$ cat config.mk
export PLATFORM = sky130hd
export DESIGN_NAME = gqc_div_cell
export DESIGN_NICKNAME = d
export VERILOG_FILES = /design/src/rtl/gqc_pkg.sv /design/src/rtl/gqc_div_cell.sv
export SDC_FILE = /design/constraint.sdc
export NUM_CORES = 1
export LEC_CHECK = 0
export BUFFER_PORTS_ARGS = -buffer_cell sky130_fd_sc_hd__buf_2
export CELL_PAD_IN_SITES_DETAIL_PLACEMENT = 2
export CELL_PAD_IN_SITES_GLOBAL_PLACEMENT = 2
export CORE_UTILIZATION = 27
export DETAILED_ROUTE_END_ITERATION = 8
export MAX_ROUTING_LAYER = met4
export PLACE_DENSITY_LB_ADDON = 0.1
export SLEW_MARGIN = 40
export SYNTH_ARGS = -nofsm -noshare
export SYNTH_HDL_FRONTEND = slang
export SYNTH_SLANG_ARGS = --single-unit
$ cat constraint.sdc
create_clock -name clk -period 6.3 [get_ports clk]
set_clock_uncertainty 0.15 [all_clocks]
set_input_delay 1.26 -clock clk [delete_from_list [all_inputs] [get_ports clk]]
set_output_delay 1.26 -clock clk [all_outputs]
set_load 0.05 [all_outputs]
$ cat src/rtl/gqc_pkg.sv
// ----------------------------------------------------------------------------
// gqc_pkg
// Shared widths, constants and item types of the glyph quad clip unit.
// ----------------------------------------------------------------------------
package gqc_pkg;

  localparam int EDGE_W   = 48;  // fixed-point quad edge
  localparam int PIX_W    = 32;  // pixel coordinate
  localparam int SRC_W    = 16;  // atlas position and size
  localparam int TEX_FRAC = 16;  // texture coordinate fraction bits
  localparam int TEX_W    = 33;  // texture coordinate
  localparam int QUO_W    = 32;  // quotient bits, one per divider cell
  localparam int PROD_W   = PIX_W + SRC_W;
  localparam int SIZE_MAX = 65535;

  // Config register indexes
  localparam logic [1:0] REG_CLIP_LEFT   = 2'd0;
  localparam logic [1:0] REG_CLIP_TOP    = 2'd1;
  localparam logic [1:0] REG_CLIP_RIGHT  = 2'd2;
  localparam logic [1:0] REG_CLIP_BOTTOM = 2'd3;

  // Running state of one restoring division lane
  typedef struct packed {
    logic [PIX_W-1:0] rem;
    logic [PIX_W-1:0] div;
    logic [PIX_W-1:0] num;
    logic [QUO_W-1:0] quo;
  } div_lane_t;

  // Per-item control and payload that rides alongside the dividers
  typedef struct packed {
    logic                    valid;
    logic                    bad;
    logic                    vis;
    logic signed [PIX_W-1:0] cl;
    logic signed [PIX_W-1:0] ct;
    logic [SRC_W-1:0]        cw;
    logic [SRC_W-1:0]        ch;
    logic [SRC_W-1:0]        sx;
    logic [SRC_W-1:0]        sy;
  } item_tag_t;

  // Front end result: tag plus divider operands
  typedef struct packed {
    item_tag_t        tag;
    logic [PIX_W-1:0] rw;
    logic [PIX_W-1:0] rh;
    logic [PIX_W-1:0] ofs_l;
    logic [PIX_W-1:0] ofs_r;
    logic [PIX_W-1:0] ofs_t;
    logic [PIX_W-1:0] ofs_b;
    logic [SRC_W-1:0] sw;
    logic [SRC_W-1:0] sh;
  } front_out_t;

endpackage

$ cat src/rtl/gqc_div_cell.sv
// ----------------------------------------------------------------------------
// gqc_div_cell
// One restoring division step: shift in a numerator bit, compare, subtract.
// ----------------------------------------------------------------------------
module gqc_div_cell (
  input  logic              clk,
  input  gqc_pkg::div_lane_t lane_in,
  output gqc_pkg::div_lane_t lane_out
);
  import gqc_pkg::*;

  logic [PIX_W:0]   trial;
  logic             ge;
  div_lane_t        lane_next;

  always_comb begin
    trial = {lane_in.rem, lane_in.num[PIX_W-1]};
    ge    = trial >= {1'b0, lane_in.div};
    lane_next.div = lane_in.div;
    lane_next.num = {lane_in.num[PIX_W-2:0], 1'b0};
    lane_next.quo = {lane_in.quo[QUO_W-2:0], ge};
    if (ge) begin
      lane_next.rem = PIX_W'(trial - {1'b0, lane_in.div});
    end else begin
      lane_next.rem = trial[PIX_W-1:0];
    end
  end

  // payload only, no reset
  always_ff @(posedge clk) begin
    lane_out <= lane_next;
  end

endmodule

==> results.yml <==
power_and_ir_drop:
  powerDensity_nw_per_um2: 379
  irDropWorstVdd_mv: 0.190
  leakage_nw: 3.49
worst_setup_path:
  crit_buf_inv: 3
  endpoint_kind: "register"
  cp_top_family: "simple AND/OR/NAND/NOR gates"
  path_cells: "buf_2 -> inv_1 -> ha_1 -> and3_1 -> nand4_1 -> nor4b_1 -> a21o_1 -> o21a_2 -> buf_4 -> mux2_4"
  crit_path_start_kind: "input pin"
  worstPathArrival_ns: 4.35
  critPathMaxStageDelay_ns: 0.48
  crit_type: "in -> reg"
  cp.required_ns: 6.46
  path_max_fanout: 35
  cpMaxStageDelayCell: "o21a_2"
synthesis:
  synthesis.nets: 650
  syn_inst: 488
  netlist_top_cells_area: "dfxtp_1 52%, ha_1 8.2%, a21oi_1 5.5%, inv_1 3.5%, xnor2_1 2.9%"
  yosys.cell_count.top_type: "dfxtp_1"
  synth_edf_count: 0
  ys_ff_latch: 127
  ys_types: 50
  ys_seq_area_share_pct: 52.1
  synth_largest_area_cell: "dfxtp_1"
  synth_area_sq_um: 4880
  ys.flop_type: "dfxtp_1"
  synth_top_area_share_pct: 52.1
  synth_common_cells: "127 x dfxtp_1, 54 x a21oi_1, 46 x inv_1, 37 x nor2_1, 32 x ha_1"
  synthArstFlopShare_pct: 0
  ys_warn_count: 0
  synth.avg_cell_area_sq_um: 10.0
die:
  num_io_pins: 257
  dieArea_sq_um: 18600
  fp-row-count: 48
  dieWidth_um: 136
  die_h_um: 136
  floorplan.initialDensity_pct: 27.9
  core_area_sq_um: 17500
route:
  dr.pass1.iters: 4
  ant_nets: 0
  viasPerCell: 4.54
  drt_iter0_drc: 92
  dr_total_vias: 4475
  drt_wl_total_mm: 17.1
  drc: 0
  routedWlPerCell_um: 17.3
placed_design:
  gp_congestion: 0.757
  hpwl_mm: 13.5
  placement.io_buffers: 254
  dpl_cell_area_sq_um: 6320
  dp_slack_ns: 1.63
layout:
  largest_reg_flops: 127
  design_area_sq_um: 6950
  area_growth_pct: 42.5
  reg_top3: "lane_out x127"
  top_register: "lane_out"
  drive_above_1_share_pct: 39.9
  num-nets-final: 906
clocking:
  cts_made_buffers: 17
  post_cts_buffers: 0
  h-tree-depth: 4
  cts.repair.resized: 0
  clkSlewWorstSetupHoldPaths_ns: 0.06
  cts_sinks: 127
  cts_tree: "done"
  cts_root_buf: "clkbuf_16"
  postCtsHoldBufs: 0
  cts_buffer_depth: 2
global_route:
  first_global_vias: 4840
  antenna_found_initial: 3
  grt_pass1_wl_mm: 25.9
  track_usage_pct: 19.2
  globalRouteOverflowTotal: 0
  grt_max_degree: 36
outcome:
  status: "finished, final reports clean"
timing:
  timing.slew.headroom_pct: 44.3
  drv_slew: 0
  final.setup.tns_ns: 0
  fin_crit_sh_pct: 66.5
  tightest_slew_ns: 0.834
  rsz0062_at_grt: "false"
  finalSetupViolCount: 0
  layout_min_cycle_time_ns: 4.19
  worst_hold_slack_ns: 0.791
  timing.final.ws_setup_ns: 2.11
  fmax_ghz: 0.239
  hold_violations: 0
job:
  cap_violations: 0
hold_path:
  hp-class: "in -> reg"
==> final timing paths <==
check | endpoint | cells past startpoint | slack [ns] | startpoint
setup / recovery | lane_out[110] | 10 | 2.11 | lane_in[87]
hold / removal | lane_out[25] | 1 | 0.79 | lane_in[24]
==> cell type report <==
class	instances	area, sq um
multi-input combinational	297	2050
sequential	127	2540
fill	1944	10500
clock buffer	17	425
antenna	3	7.51
timing repair buffer	255	1280
tap	225	282
clock inverter	15	196
inverter	46	173
==> stage by stage <==
stage	util, %	std cells	total power, mW
final	39.8	985	2.64
after global routing	39.8	985	2.76
after CTS	39.7	982	2.68
after detailed placement	36.2	950	1.61
after global placement	36.2	950	1.60
after floorplan	-	488	1.43
==> cells by family (layout without fill, tap and decap cells) <==
logic type | count (synthesis) | count (layout) | synth area share (%)
DFF | 127 | 127 | 52.1
muxes | 10 | 10 | 2.87
buffers and inverters | 64 | 333 | 5.97
AOI/OAI and AO/OA | 120 | 120 | 15.0
and+or+nand+nor | 107 | 107 | 10.7
xor gates and xnor gates | 26 | 26 | 4.67
other | 1 | 4 | 0.0768
adders and majority gates | 33 | 33 | 8.61
==> power by group <==
part           switching (mW)  total [mW]  internal (mW)
registers              0.0192       0.903          0.883
clock network           0.412        1.05          0.637
logic                   0.492       0.685          0.193
==> per-layer routing <==
layer	vias up	wire length (um)	track usage [%]
li1	2174	-	-
met4	0	249	5.80
met5	-	0	-
met3	18	1220	6.23
met2	156	8970	34.7
met1	2127	6620	19.5
==> placed cells by master (no fill, tap or decap), types with 4 or more instances in the layout <==
cell       instances
buf_2            254
dfxtp_1          127
a21oi_1           54
inv_1             46
nor2_1            37
ha_1              32
nand2_1           24
o21ai_0           17
clkbuf_16         17
xnor2_1           16
xor2_1            10
nand3_1            8
nand4_1            8
a21o_1             8
mux2_4             8
nand2b_1           7
o31ai_1            7
inv_6              7
o21a_1             5
o21bai_1           5
o21ai_1            4
Power figures use the tool's default switching activity.
