$ cat src/rtl/gqc_pkg.sv
// ----------------------------------------------------------------------------
// gqc_pkg
// Shared widths, constants and item types of the glyph quad clip unit.
// ----------------------------------------------------------------------------
package gqc_pkg;

  localparam int EDGE_W   = 48;  // fixed-point quad edge
  localparam int PIX_W    = 32;  // pixel coordinate
  localparam int SRC_W    = 16;  // atlas position and size
  localparam int TEX_FRAC = 16;  // texture coordinate fraction bits
  localparam int TEX_W    = 33;  // texture coordinate
  localparam int QUO_W    = 32;  // quotient bits, one per divider cell
  localparam int PROD_W   = PIX_W + SRC_W;
  localparam int SIZE_MAX = 65535;

  // Config register indexes
  localparam logic [1:0] REG_CLIP_LEFT   = 2'd0;
  localparam logic [1:0] REG_CLIP_TOP    = 2'd1;
  localparam logic [1:0] REG_CLIP_RIGHT  = 2'd2;
  localparam logic [1:0] REG_CLIP_BOTTOM = 2'd3;

  // Running state of one restoring division lane
  typedef struct packed {
    logic [PIX_W-1:0] rem;
    logic [PIX_W-1:0] div;
    logic [PIX_W-1:0] num;
    logic [QUO_W-1:0] quo;
  } div_lane_t;

  // Per-item control and payload that rides alongside the dividers
  typedef struct packed {
    logic                    valid;
    logic                    bad;
    logic                    vis;
    logic signed [PIX_W-1:0] cl;
    logic signed [PIX_W-1:0] ct;
    logic [SRC_W-1:0]        cw;
    logic [SRC_W-1:0]        ch;
    logic [SRC_W-1:0]        sx;
    logic [SRC_W-1:0]        sy;
  } item_tag_t;

  // Front end result: tag plus divider operands
  typedef struct packed {
    item_tag_t        tag;
    logic [PIX_W-1:0] rw;
    logic [PIX_W-1:0] rh;
    logic [PIX_W-1:0] ofs_l;
    logic [PIX_W-1:0] ofs_r;
    logic [PIX_W-1:0] ofs_t;
    logic [PIX_W-1:0] ofs_b;
    logic [SRC_W-1:0] sw;
    logic [SRC_W-1:0] sh;
  } front_out_t;

endpackage

$ cat src/rtl/gqc_front.sv
// ----------------------------------------------------------------------------
// gqc_front
// Round edges to pixels, clip against the scissor, classify the item.
// ----------------------------------------------------------------------------
module gqc_front #(
  parameter int FRAC_BITS = 16
) (
  input  logic                               clk,
  input  logic                               rst,
  input  logic                               in_valid,
  input  logic signed [gqc_pkg::EDGE_W-1:0]  quad_left,
  input  logic signed [gqc_pkg::EDGE_W-1:0]  quad_top,
  input  logic signed [gqc_pkg::EDGE_W-1:0]  quad_right,
  input  logic signed [gqc_pkg::EDGE_W-1:0]  quad_bottom,
  input  logic [gqc_pkg::SRC_W-1:0]          src_x,
  input  logic [gqc_pkg::SRC_W-1:0]          src_y,
  input  logic [gqc_pkg::SRC_W-1:0]          src_width,
  input  logic [gqc_pkg::SRC_W-1:0]          src_height,
  input  logic signed [gqc_pkg::PIX_W-1:0]   clip_left,
  input  logic signed [gqc_pkg::PIX_W-1:0]   clip_top,
  input  logic signed [gqc_pkg::PIX_W-1:0]   clip_right,
  input  logic signed [gqc_pkg::PIX_W-1:0]   clip_bottom,
  output gqc_pkg::front_out_t                front_out
);
  import gqc_pkg::*;

  localparam int WX = EDGE_W + 1;
  localparam logic signed [WX-1:0] ROUND = WX'((64'd1 << FRAC_BITS) - 64'd1);

  logic signed [WX-1:0] fl_w, ft_w, fr_w, fb_w;
  logic                 range_bad;

  // stage 1 registers
  logic                    s1_valid;
  logic                    s1_bad;
  logic signed [PIX_W-1:0] s1_fl, s1_ft, s1_fr, s1_fb;
  logic [SRC_W-1:0]        s1_sx, s1_sy, s1_sw, s1_sh;

  function automatic logic fits32(input logic signed [WX-1:0] v);
    fits32 = (&v[WX-1:PIX_W-1]) | ~(|v[WX-1:PIX_W-1]);
  endfunction

  always_comb begin
    fl_w = $signed({quad_left[EDGE_W-1], quad_left}) >>> FRAC_BITS;
    ft_w = $signed({quad_top[EDGE_W-1], quad_top}) >>> FRAC_BITS;
    fr_w = ($signed({quad_right[EDGE_W-1], quad_right}) + ROUND) >>> FRAC_BITS;
    fb_w = ($signed({quad_bottom[EDGE_W-1], quad_bottom}) + ROUND) >>> FRAC_BITS;
    range_bad = ~(fits32(fl_w) & fits32(ft_w) & fits32(fr_w) & fits32(fb_w));
  end

  always_ff @(posedge clk) begin
    if (rst) begin
      s1_valid <= 1'b0;
    end else begin
      s1_valid <= in_valid;
    end
  end

  always_ff @(posedge clk) begin
    s1_bad <= range_bad;
    s1_fl  <= fl_w[PIX_W-1:0];
    s1_ft  <= ft_w[PIX_W-1:0];
    s1_fr  <= fr_w[PIX_W-1:0];
    s1_fb  <= fb_w[PIX_W-1:0];
    s1_sx  <= src_x;
    s1_sy  <= src_y;
    s1_sw  <= src_width;
    s1_sh  <= src_height;
  end

  // stage 2: sizes and scissor
  logic signed [PIX_W:0]   rw, rh, cw, ch, ol, orr, ot, ob;
  logic signed [PIX_W-1:0] cl, ct, cr, cb;
  logic                    size_bad, empty, big;
  front_out_t              front_next;

  always_comb begin
    rw = {s1_fr[PIX_W-1], s1_fr} - {s1_fl[PIX_W-1], s1_fl};
    rh = {s1_fb[PIX_W-1], s1_fb} - {s1_ft[PIX_W-1], s1_ft};
    size_bad = rw[PIX_W] | (rw == '0) | rh[PIX_W] | (rh == '0);
    cl = (s1_fl > clip_left)   ? s1_fl : clip_left;
    ct = (s1_ft > clip_top)    ? s1_ft : clip_top;
    cr = (s1_fr < clip_right)  ? s1_fr : clip_right;
    cb = (s1_fb < clip_bottom) ? s1_fb : clip_bottom;
    empty = (cl >= cr) | (ct >= cb);
    cw  = {cr[PIX_W-1], cr} - {cl[PIX_W-1], cl};
    ch  = {cb[PIX_W-1], cb} - {ct[PIX_W-1], ct};
    big = (|cw[PIX_W:SRC_W]) | (|ch[PIX_W:SRC_W]);
    ol  = {cl[PIX_W-1], cl} - {s1_fl[PIX_W-1], s1_fl};
    orr = {cr[PIX_W-1], cr} - {s1_fl[PIX_W-1], s1_fl};
    ot  = {ct[PIX_W-1], ct} - {s1_ft[PIX_W-1], s1_ft};
    ob  = {cb[PIX_W-1], cb} - {s1_ft[PIX_W-1], s1_ft};

    front_next.tag.valid = s1_valid;
    front_next.tag.bad   = s1_bad | size_bad | (~empty & big);
    front_next.tag.vis   = ~s1_bad & ~size_bad & ~empty & ~big;
    front_next.tag.cl    = cl;
    front_next.tag.ct    = ct;
    front_next.tag.cw    = cw[SRC_W-1:0];
    front_next.tag.ch    = ch[SRC_W-1:0];
    front_next.tag.sx    = s1_sx;
    front_next.tag.sy    = s1_sy;
    front_next.rw    = rw[PIX_W-1:0];
    front_next.rh    = rh[PIX_W-1:0];
    front_next.ofs_l = ol[PIX_W-1:0];
    front_next.ofs_r = orr[PIX_W-1:0];
    front_next.ofs_t = ot[PIX_W-1:0];
    front_next.ofs_b = ob[PIX_W-1:0];
    front_next.sw    = s1_sw;
    front_next.sh    = s1_sh;
  end

  always_ff @(posedge clk) begin
    if (rst) begin
      front_out.tag.valid <= 1'b0;
    end else begin
      front_out.tag.valid <= front_next.tag.valid;
    end
  end

  always_ff @(posedge clk) begin
    front_out.tag.bad <= front_next.tag.bad;
    front_out.tag.vis <= front_next.tag.vis;
    front_out.tag.cl  <= front_next.tag.cl;
    front_out.tag.ct  <= front_next.tag.ct;
    front_out.tag.cw  <= front_next.tag.cw;
    front_out.tag.ch  <= front_next.tag.ch;
    front_out.tag.sx  <= front_next.tag.sx;
    front_out.tag.sy  <= front_next.tag.sy;
    front_out.rw      <= front_next.rw;
    front_out.rh      <= front_next.rh;
    front_out.ofs_l   <= front_next.ofs_l;
    front_out.ofs_r   <= front_next.ofs_r;
    front_out.ofs_t   <= front_next.ofs_t;
    front_out.ofs_b   <= front_next.ofs_b;
    front_out.sw      <= front_next.sw;
    front_out.sh      <= front_next.sh;
  end

endmodule

$ cat config.mk
export PLATFORM = sky130hd
export DESIGN_NAME = gqc_front
export DESIGN_NICKNAME = d
export VERILOG_FILES = /design/src/rtl/gqc_pkg.sv /design/src/rtl/gqc_front.sv
export SDC_FILE = /design/constraint.sdc
export NUM_CORES = 1
export LEC_CHECK = 0
export ABC_AREA = 1
export BUFFER_PORTS_ARGS = -buffer_cell sky130_fd_sc_hd__buf_2
export CAP_MARGIN = 20
export CORE_AREA = 4 4 288 290
export DETAILED_ROUTE_END_ITERATION = 7
export DIE_AREA = 0 0 292 294
export MAX_ROUTING_LAYER = met4
export PLACE_DENSITY_LB_ADDON = 0.2
export SLEW_MARGIN = 20
export SYNTH_ARGS = -nofsm -noshare
export SYNTH_HDL_FRONTEND = slang
export SYNTH_SLANG_ARGS = --single-unit
$ cat constraint.sdc
create_clock -name clk -period 5.9 [get_ports clk]
set_clock_uncertainty 0.05 [all_clocks]
set_input_delay 0.59 -clock clk [delete_from_list [all_inputs] [get_ports clk]]
set_output_delay 0.59 -clock clk [all_outputs]
set_load 0.1 [all_outputs]
==> summary.txt, run 1 <==
Run status
  – Outcome: finished clean

Finish
  – Number of fill cells in the layout: 7843
  – Synth-to-Final Area Change: 35.41%
  – Finished Cell Area: 41710 sq um
  – NumNets Final: 5948
  – Utilization after layout: 51.94%
  – Layout cells sized above 1: 24.86%
  – Most frequent cells in the layout: 848 x nand2_1, 709 x buf_2, 575 x inv_1
  – Commonest non-fill, non-tap cell in the layout: nand2_1

Run
  – Max cap viols: 0

Clock tree
  – CTS tree: built
  – Htree depth: 3
  – Clk buf depth: 3
  – Clock Latency Late Sink: 630 ps
  – Clk pin slew, worst setup/hold paths: 60 ps
  – CTS Buf Count: 67
  – Clock Tree Root: clkbuf_16
  – Clk sinks: 549

Power
  – VDD IR-drop max: 0.5300 mV
  – Power per cell area: 511.1 nW/um^2
  – Net switching power: 0.01130 W
  – Pint: 0.01002 W
  – Clk pwr share: 20.4%
  – Combinational share of power: 56.6%
  – Switching Fraction: 53.01%
  – Leak: 22.07 nW
  – Sequential share of power: 23.1%

Timing
  – Max-slew headroom: 54.28%
  – Worst hold slack: 36.73 ps
  – F_max: 181.3 MHz
  – Final setup violating endpoints: 0
  – Post-route clock period utilization: 93.50%
  – Min Tclk post-route: 5517 ps
  – Fin Setup TNS: 0 ps
  – Final Hold Fails: 0
  – Final max-slew violation count: 0
  – Measured slew at the worst slew-check pin: 678.6 ps

Critical path
  – Slowest cell on the critical path: a2111oi_4
  – Crit path max fanout: 4
  – Crit path required time: 6400 ps
  – Worst setup path category: reg -> reg
  – CP arrival: 6020 ps
  – CP max stage delay: 450 ps
  – CP Launch Type: flip-flop
  – CP dominant cell by count: nand2_1
  – CP endpoint kind: flip-flop

GRT
  – Initial antenna violation count: 20
  – Total track usage: 26.36%
  – Remaining Overflow, GRT: 0
  – Vias in the first global route: 30145
  – Largest net degree at the start of global routing: 51
  – First-pass GRT wire length: 170.1 mm

Placement
  – Placed cell area: 38050 sq um
  – IO buf count: 709
  – DP HPWL: 97.66 mm
  – Routability cong.: 0.9608

Route
  – DRC: 0
  – Final wirelength: 115.4 mm
  – Wire per inst: 18.27 microns
  – Pre-antenna DRT Iters: 5
  – First DRT Iteration DRCs: 1465
  – ANT nets after route: 0
  – Via count: 30211
  – Ratio of routed vias to standard cells: 4.784

Floorplanning
  – Die height: 294 microns
  – Die area: 85850 sq um
  – I/O pin count: 742
  – Initial Utilization: 38.36%
  – Area of the core: 80290 sq um
  – Die W: 292 microns
  – Rows: 104

Yosys
  – Avg Cell Area, Syn: 7.711 sq um
  – Top_reg_cell synth: dfxtp_1
  – Flops & latches, synth: 549
  – Fraction of the yosys area taken by sequential cells: 35.69%
  – EDFF count, synth: 0
  – Synth unique cells: 57
  – Top-area cell type share of the netlist area: 35.69%
  – Ys Warns: 0
  – Yosys top cell by area: dfxtp_1
  – Syn Std Cell Area: 30800 sq um
  – Synth top area cells: dfxtp_1 36%, ha_1 15%, nand2_1 10%
  – Share of synthesized flip-flops with an asynchronous set or reset: 0%
  – Syn Nets: 4759
  – Post-Syn Instances: 3994

Min path
  – Worst hold path class: in -> reg
==> metal layers <==
metal / global-route usage, % / share of wire (%) / vias up
li1: - / - / 15494
met1: 31.43 / 42 / 13736
met2: 45.89 / 49 / 806
met3: 4.513 / 6.3 / 175
met4: 7.341 / 2.6 / 0
met5: - / 0 / -
==> per-stage QoR <==
stage / setup WS (ps) / cells / power [W]
floorplan: 318.4 / 3994 / 0.01376
global placement: -483.6 / 6064 / 0.01689
detailed placement: -552.2 / 6064 / 0.01688
CTS: 4.331 / 6291 / 0.02137
global route: -93.37 / 6311 / 0.02234
finish: 383.2 / 6315 / 0.02132
==> registers in the layout, indices dropped and copies added (netlist names) <==
register	cells
s1_fl	32
s1_sy	16
front_out	355
s1_bad	1
s1_ft	32
s1_fb	32
s1_sx	16
s1_sh	16
s1_fr	32
s1_sw	16
s1_valid	1
==> power by group through the flow <==
stage          Sequential [W]  Clock [W]  Combinational, W
3_3_place_gp          0.00498          0            0.0119
5_1_grt               0.00498    0.00460            0.0128
2_1_floorplan          0.0105          0           0.00331
6_report              0.00492    0.00434            0.0121
4_1_cts               0.00492    0.00445            0.0120
3_5_place_dp          0.00498          0            0.0119
==> cells by family after synthesis <==
kind of cell / count (synthesis) / synth area share (%)
simple gates: 1464 / 20.54
compound gates: 699 / 12.53
buf+inv: 626 / 7.788
flops: 549 / 35.69
fa+ha+maj: 378 / 15.55
xor+xnor: 278 / 7.906
==> final cells by class <==
type	count	area (sq um)	area share (%)
well taps	1060	1326	3.180
clock inverters	38	500.5	1.200
multi-input cells	2820	17610	42.22
repair buffers	1153	7176	17.21
diodes	17	42.54	0.1020
flip-flops and latches	549	10990	26.36
clock buffers	86	1838	4.407
inverters	592	2222	5.328
==> final timing paths <==
kind                                        start                endpoint  slack, ps  cells after the start
worst max register to register   s1_ft[1]$_DFF_P_   front_out[94]$_DFF_P_        380                     35
worst max-delay path             s1_ft[1]$_DFF_P_   front_out[94]$_DFF_P_        380                     35
worst min-delay path                 quad_top[26]       s1_ft[10]$_DFF_P_         40                      1
worst min register to register  s1_sy[11]$_DFF_P_  front_out[235]$_DFF_P_        270                      0
==> cell usage after synthesis (3+ instances only) <==
| master | instances |
|---|---|
| a211oi_1 | 17 |
| a21boi_0 | 7 |
| a21o_1 | 20 |
| a21oi_1 | 328 |
| a21oi_2 | 4 |
| a31oi_1 | 29 |
| buf_2 | 3 |
| buf_6 | 4 |
| clkbuf_1 | 24 |
| dfxtp_1 | 549 |
| fa_1 | 8 |
| ha_1 | 370 |
| inv_1 | 575 |
| inv_2 | 15 |
| nand2_1 | 852 |
| nand2_2 | 43 |
| nand2_4 | 7 |
| nand3_1 | 112 |
| nand3_2 | 6 |
| nand3_4 | 3 |
| nand3b_1 | 8 |
| nand4_1 | 68 |
| nor2_1 | 276 |
| nor2_2 | 14 |
| nor2_4 | 8 |
| nor3_1 | 35 |
| nor3_2 | 3 |
| nor4_1 | 17 |
| o211ai_1 | 10 |
| o21a_1 | 15 |
| o21ai_0 | 208 |
| o21ai_1 | 17 |
| o21bai_1 | 15 |
| o221ai_1 | 9 |
| o31ai_1 | 10 |
| xnor2_1 | 83 |
| xor2_1 | 195 |
==> worst max-delay path, delay by kind of cell, from the launching register on <==
| family | cells | cell delay [ps] |
|---|---|---|
| and+or+nand+nor | 14 | 1240 |
| xor gates and xnor gates | 2 | 410 |
| buffers and inverters | 5 | 520 |
| adders and majority gates | 3 | 670 |
| AOI/OAI and AO/OA | 11 | 2150 |
| DFF | 1 | 380 |
==> timing repair <==
item | 4_1_cts | 5_1_grt
hold buffers | 103 | 0
endpoints found under the setup margin | 7 | 23
hold endpoints to repair | 103 | 0
resized for setup | 3 | 72
pin swaps | 0 | 7
cloned | 0 | 1
setup buffers | 0 | 6
(Power assumes the default switching activity.)
==> run 2: changes to the inputs <==
==> constraint.sdc (replaced) <==
create_clock -name clk -period 5.9 [get_ports clk]
set_clock_uncertainty 0.05 [all_clocks]
set_input_delay 1.77 -clock clk [delete_from_list [all_inputs] [get_ports clk]]
set_output_delay 1.77 -clock clk [all_outputs]
set_load 0.1 [all_outputs]
==> summary.txt, run 2 (synthesis results as in run 1) <==
Run status
  – Outcome: finished with violations
  – Failing checks: negative setup slack

Power
  – Power per cell area: 489.6 nW/um^2
  – Leak: 24.13 nW
  – Overall Power: 0.02232 W
  – VDD IR-drop max: 0.4730 mV

Min path
  – Worst Hold Depth: 0
  – Worst hold path class: reg -> reg

Timing
  – Fin Setup TNS: -4778 ps
  – RSZ-0062 raised after global routing: yes
  – Final Hold Fails: 0
  – Post-route clock period utilization: 107.1%
  – Max-slew headroom: 56.48%
  – Setup ws final: -419.4 ps
  – Min Tclk post-route: 6319 ps
  – Final setup violating endpoints: 23
  – Final max-slew violation count: 0
  – Measured slew at the worst slew-check pin: 646.0 ps
  – F_max: 158.2 MHz

Floorplanning
  – Die area: 85850 sq um
  – I/O pin count: 742
  – Die W: 292 microns
  – Die height: 294 microns
  – Initial Utilization: 38.36%
  – Rows: 104
  – Area of the core: 80290 sq um

Route
  – Wire per inst: 17.50 microns
  – DRC: 0
  – Ratio of routed vias to standard cells: 4.728
  – First DRT Iteration DRCs: 1552
  – ANT nets after route: 0
  – Via count: 31579
  – Pre-antenna DRT Iters: 6
  – Final wirelength: 116.9 mm

Finish
  – Non-filler cells in the finished layout: 6679
  – Number of fill cells in the layout: 7518
  – Commonest non-fill, non-tap cell in the layout: nand2_1
  – Layout cells sized above 1: 35.52%
  – Synth-to-Final Area Change: 48.02%
  – NumNets Final: 6307
  – Most frequent cells in the layout: 798 x nand2_1, 781 x buf_4, 705 x buf_2
  – Register Area: 10990 sq um
  – Biggest register: front_out
  – Max reg flops: 355
  – Area taken by multi-input logic gates: 18950 sq um
  – Finished Cell Area: 45590 sq um

Clock tree
  – Clk sinks: 549
  – CTS tree: built
  – Clk buf depth: 3
  – Clock Latency Late Sink: 640 ps
  – Clk pin slew, worst setup/hold paths: 60 ps
  – CTS Buf Count: 60
  – Cts-stage hold buffer count: 0
  – Htree depth: 2
  – Clock Tree Root: clkbuf_16

Placement
  – Place WS: -1335 ps
  – IO buf count: 709
  – Placed insts: 6486
  – Placed cell area: 41550 sq um
  – DP HPWL: 97.83 mm
  – Routability cong.: 0.9563

Critical path
  – Slowest cell on the critical path: ha_1
  – Crit path required time: 6410 ps
  – Worst setup path category: in -> reg
  – R2R depth: 38
  – CP endpoint kind: flip-flop
  – CP max stage delay: 260 ps
  – Crit path max fanout: 5
  – CP Launch Type: input pin
  – CP arrival: 6830 ps
  – CP dominant cell by count: nand2_1

GRT
  – Remaining Overflow, GRT: 0
  – Largest net degree at the start of global routing: 41
  – Vias in the first global route: 31220
  – First-pass GRT wire length: 171.3 mm
  – Total track usage: 26.32%
  – Initial antenna violation count: 27

Run
  – Max cap viols: 0
==> run 2: changes by cell type in the layout (fill, tap and decap cells not counted), sizes merged, moves of 3 or more <==
| cell | delta |
|---|---|
| buf | +465 |
| clkbuf | -10 |
| clkinv | +3 |
| clkinvlp | -5 |
| diode | +11 |
| dlygate4sd3 | -103 |
==> run 2: timing repair <==
| item | 4_1_cts | 5_1_grt |
|---|---|---|
| pin swaps | 46 | 80 |
| gates cloned | 2 | 4 |
| endpoints found under the setup margin | 33 | 51 |
| setup buffers | 25 | 28 |
| hold endpoints to repair | 0 | 0 |
| gates resized for setup | 128 | 183 |
==> run 2: critical path: cells and delay by family <==
kind,cells,cell delay (ps)
simple gates,20,2160
compound gates,10,1410
buf+inv,6,720
fa+ha+maj,2,440
xor+xnor,2,310
==> run 2: layout make-up <==
type | count | area share [%]
diodes | 28 | 0.1537
multi-input cells | 2821 | 41.58
well taps | 1060 | 2.909
clock buffers | 74 | 3.607
repair buffers | 1518 | 21.72
clock inverters | 37 | 1.007
flip-flops and latches | 549 | 24.11
inverters | 592 | 4.913
==> run 2: report_power, final <==
part	total, W	switching, W	internal [W]
clock network	0.00395	0.00160	0.00234
registers	0.00491	0.000345	0.00457
logic	0.0135	0.00959	0.00387
total	0.0223	0.0115	0.0108
==> run 2: worst paths after layout <==
kind                     from  slack, ps                      to
max            clip_bottom[1]       -420   front_out[63]$_DFF_P_
min          s1_sy[7]$_DFF_P_        270  front_out[231]$_DFF_P_
max reg2reg  s1_fb[1]$_DFF_P_        350   front_out[63]$_DFF_P_
min reg2reg  s1_sy[7]$_DFF_P_        270  front_out[231]$_DFF_P_
==> run 2: metrics by stage <==
stage | hold slack [ps] | util [%]
2_1_floorplan | 259.6 | -
3_3_place_gp | 259.6 | 51.76
3_5_place_dp | 262.1 | 51.76
4_1_cts | 274.8 | 55.30
5_1_grt | 280.7 | 56.76
6_report | 273.0 | 56.78
==> run 2: per-layer routing <==
metal	vias up	global-route usage [%]	share of wire [%]
met2	814	45.31	49
met4	0	9.716	4.0
li1	16221	-	-
met3	210	4.513	5.8
met5	-	-	0
met1	14334	30.87	41
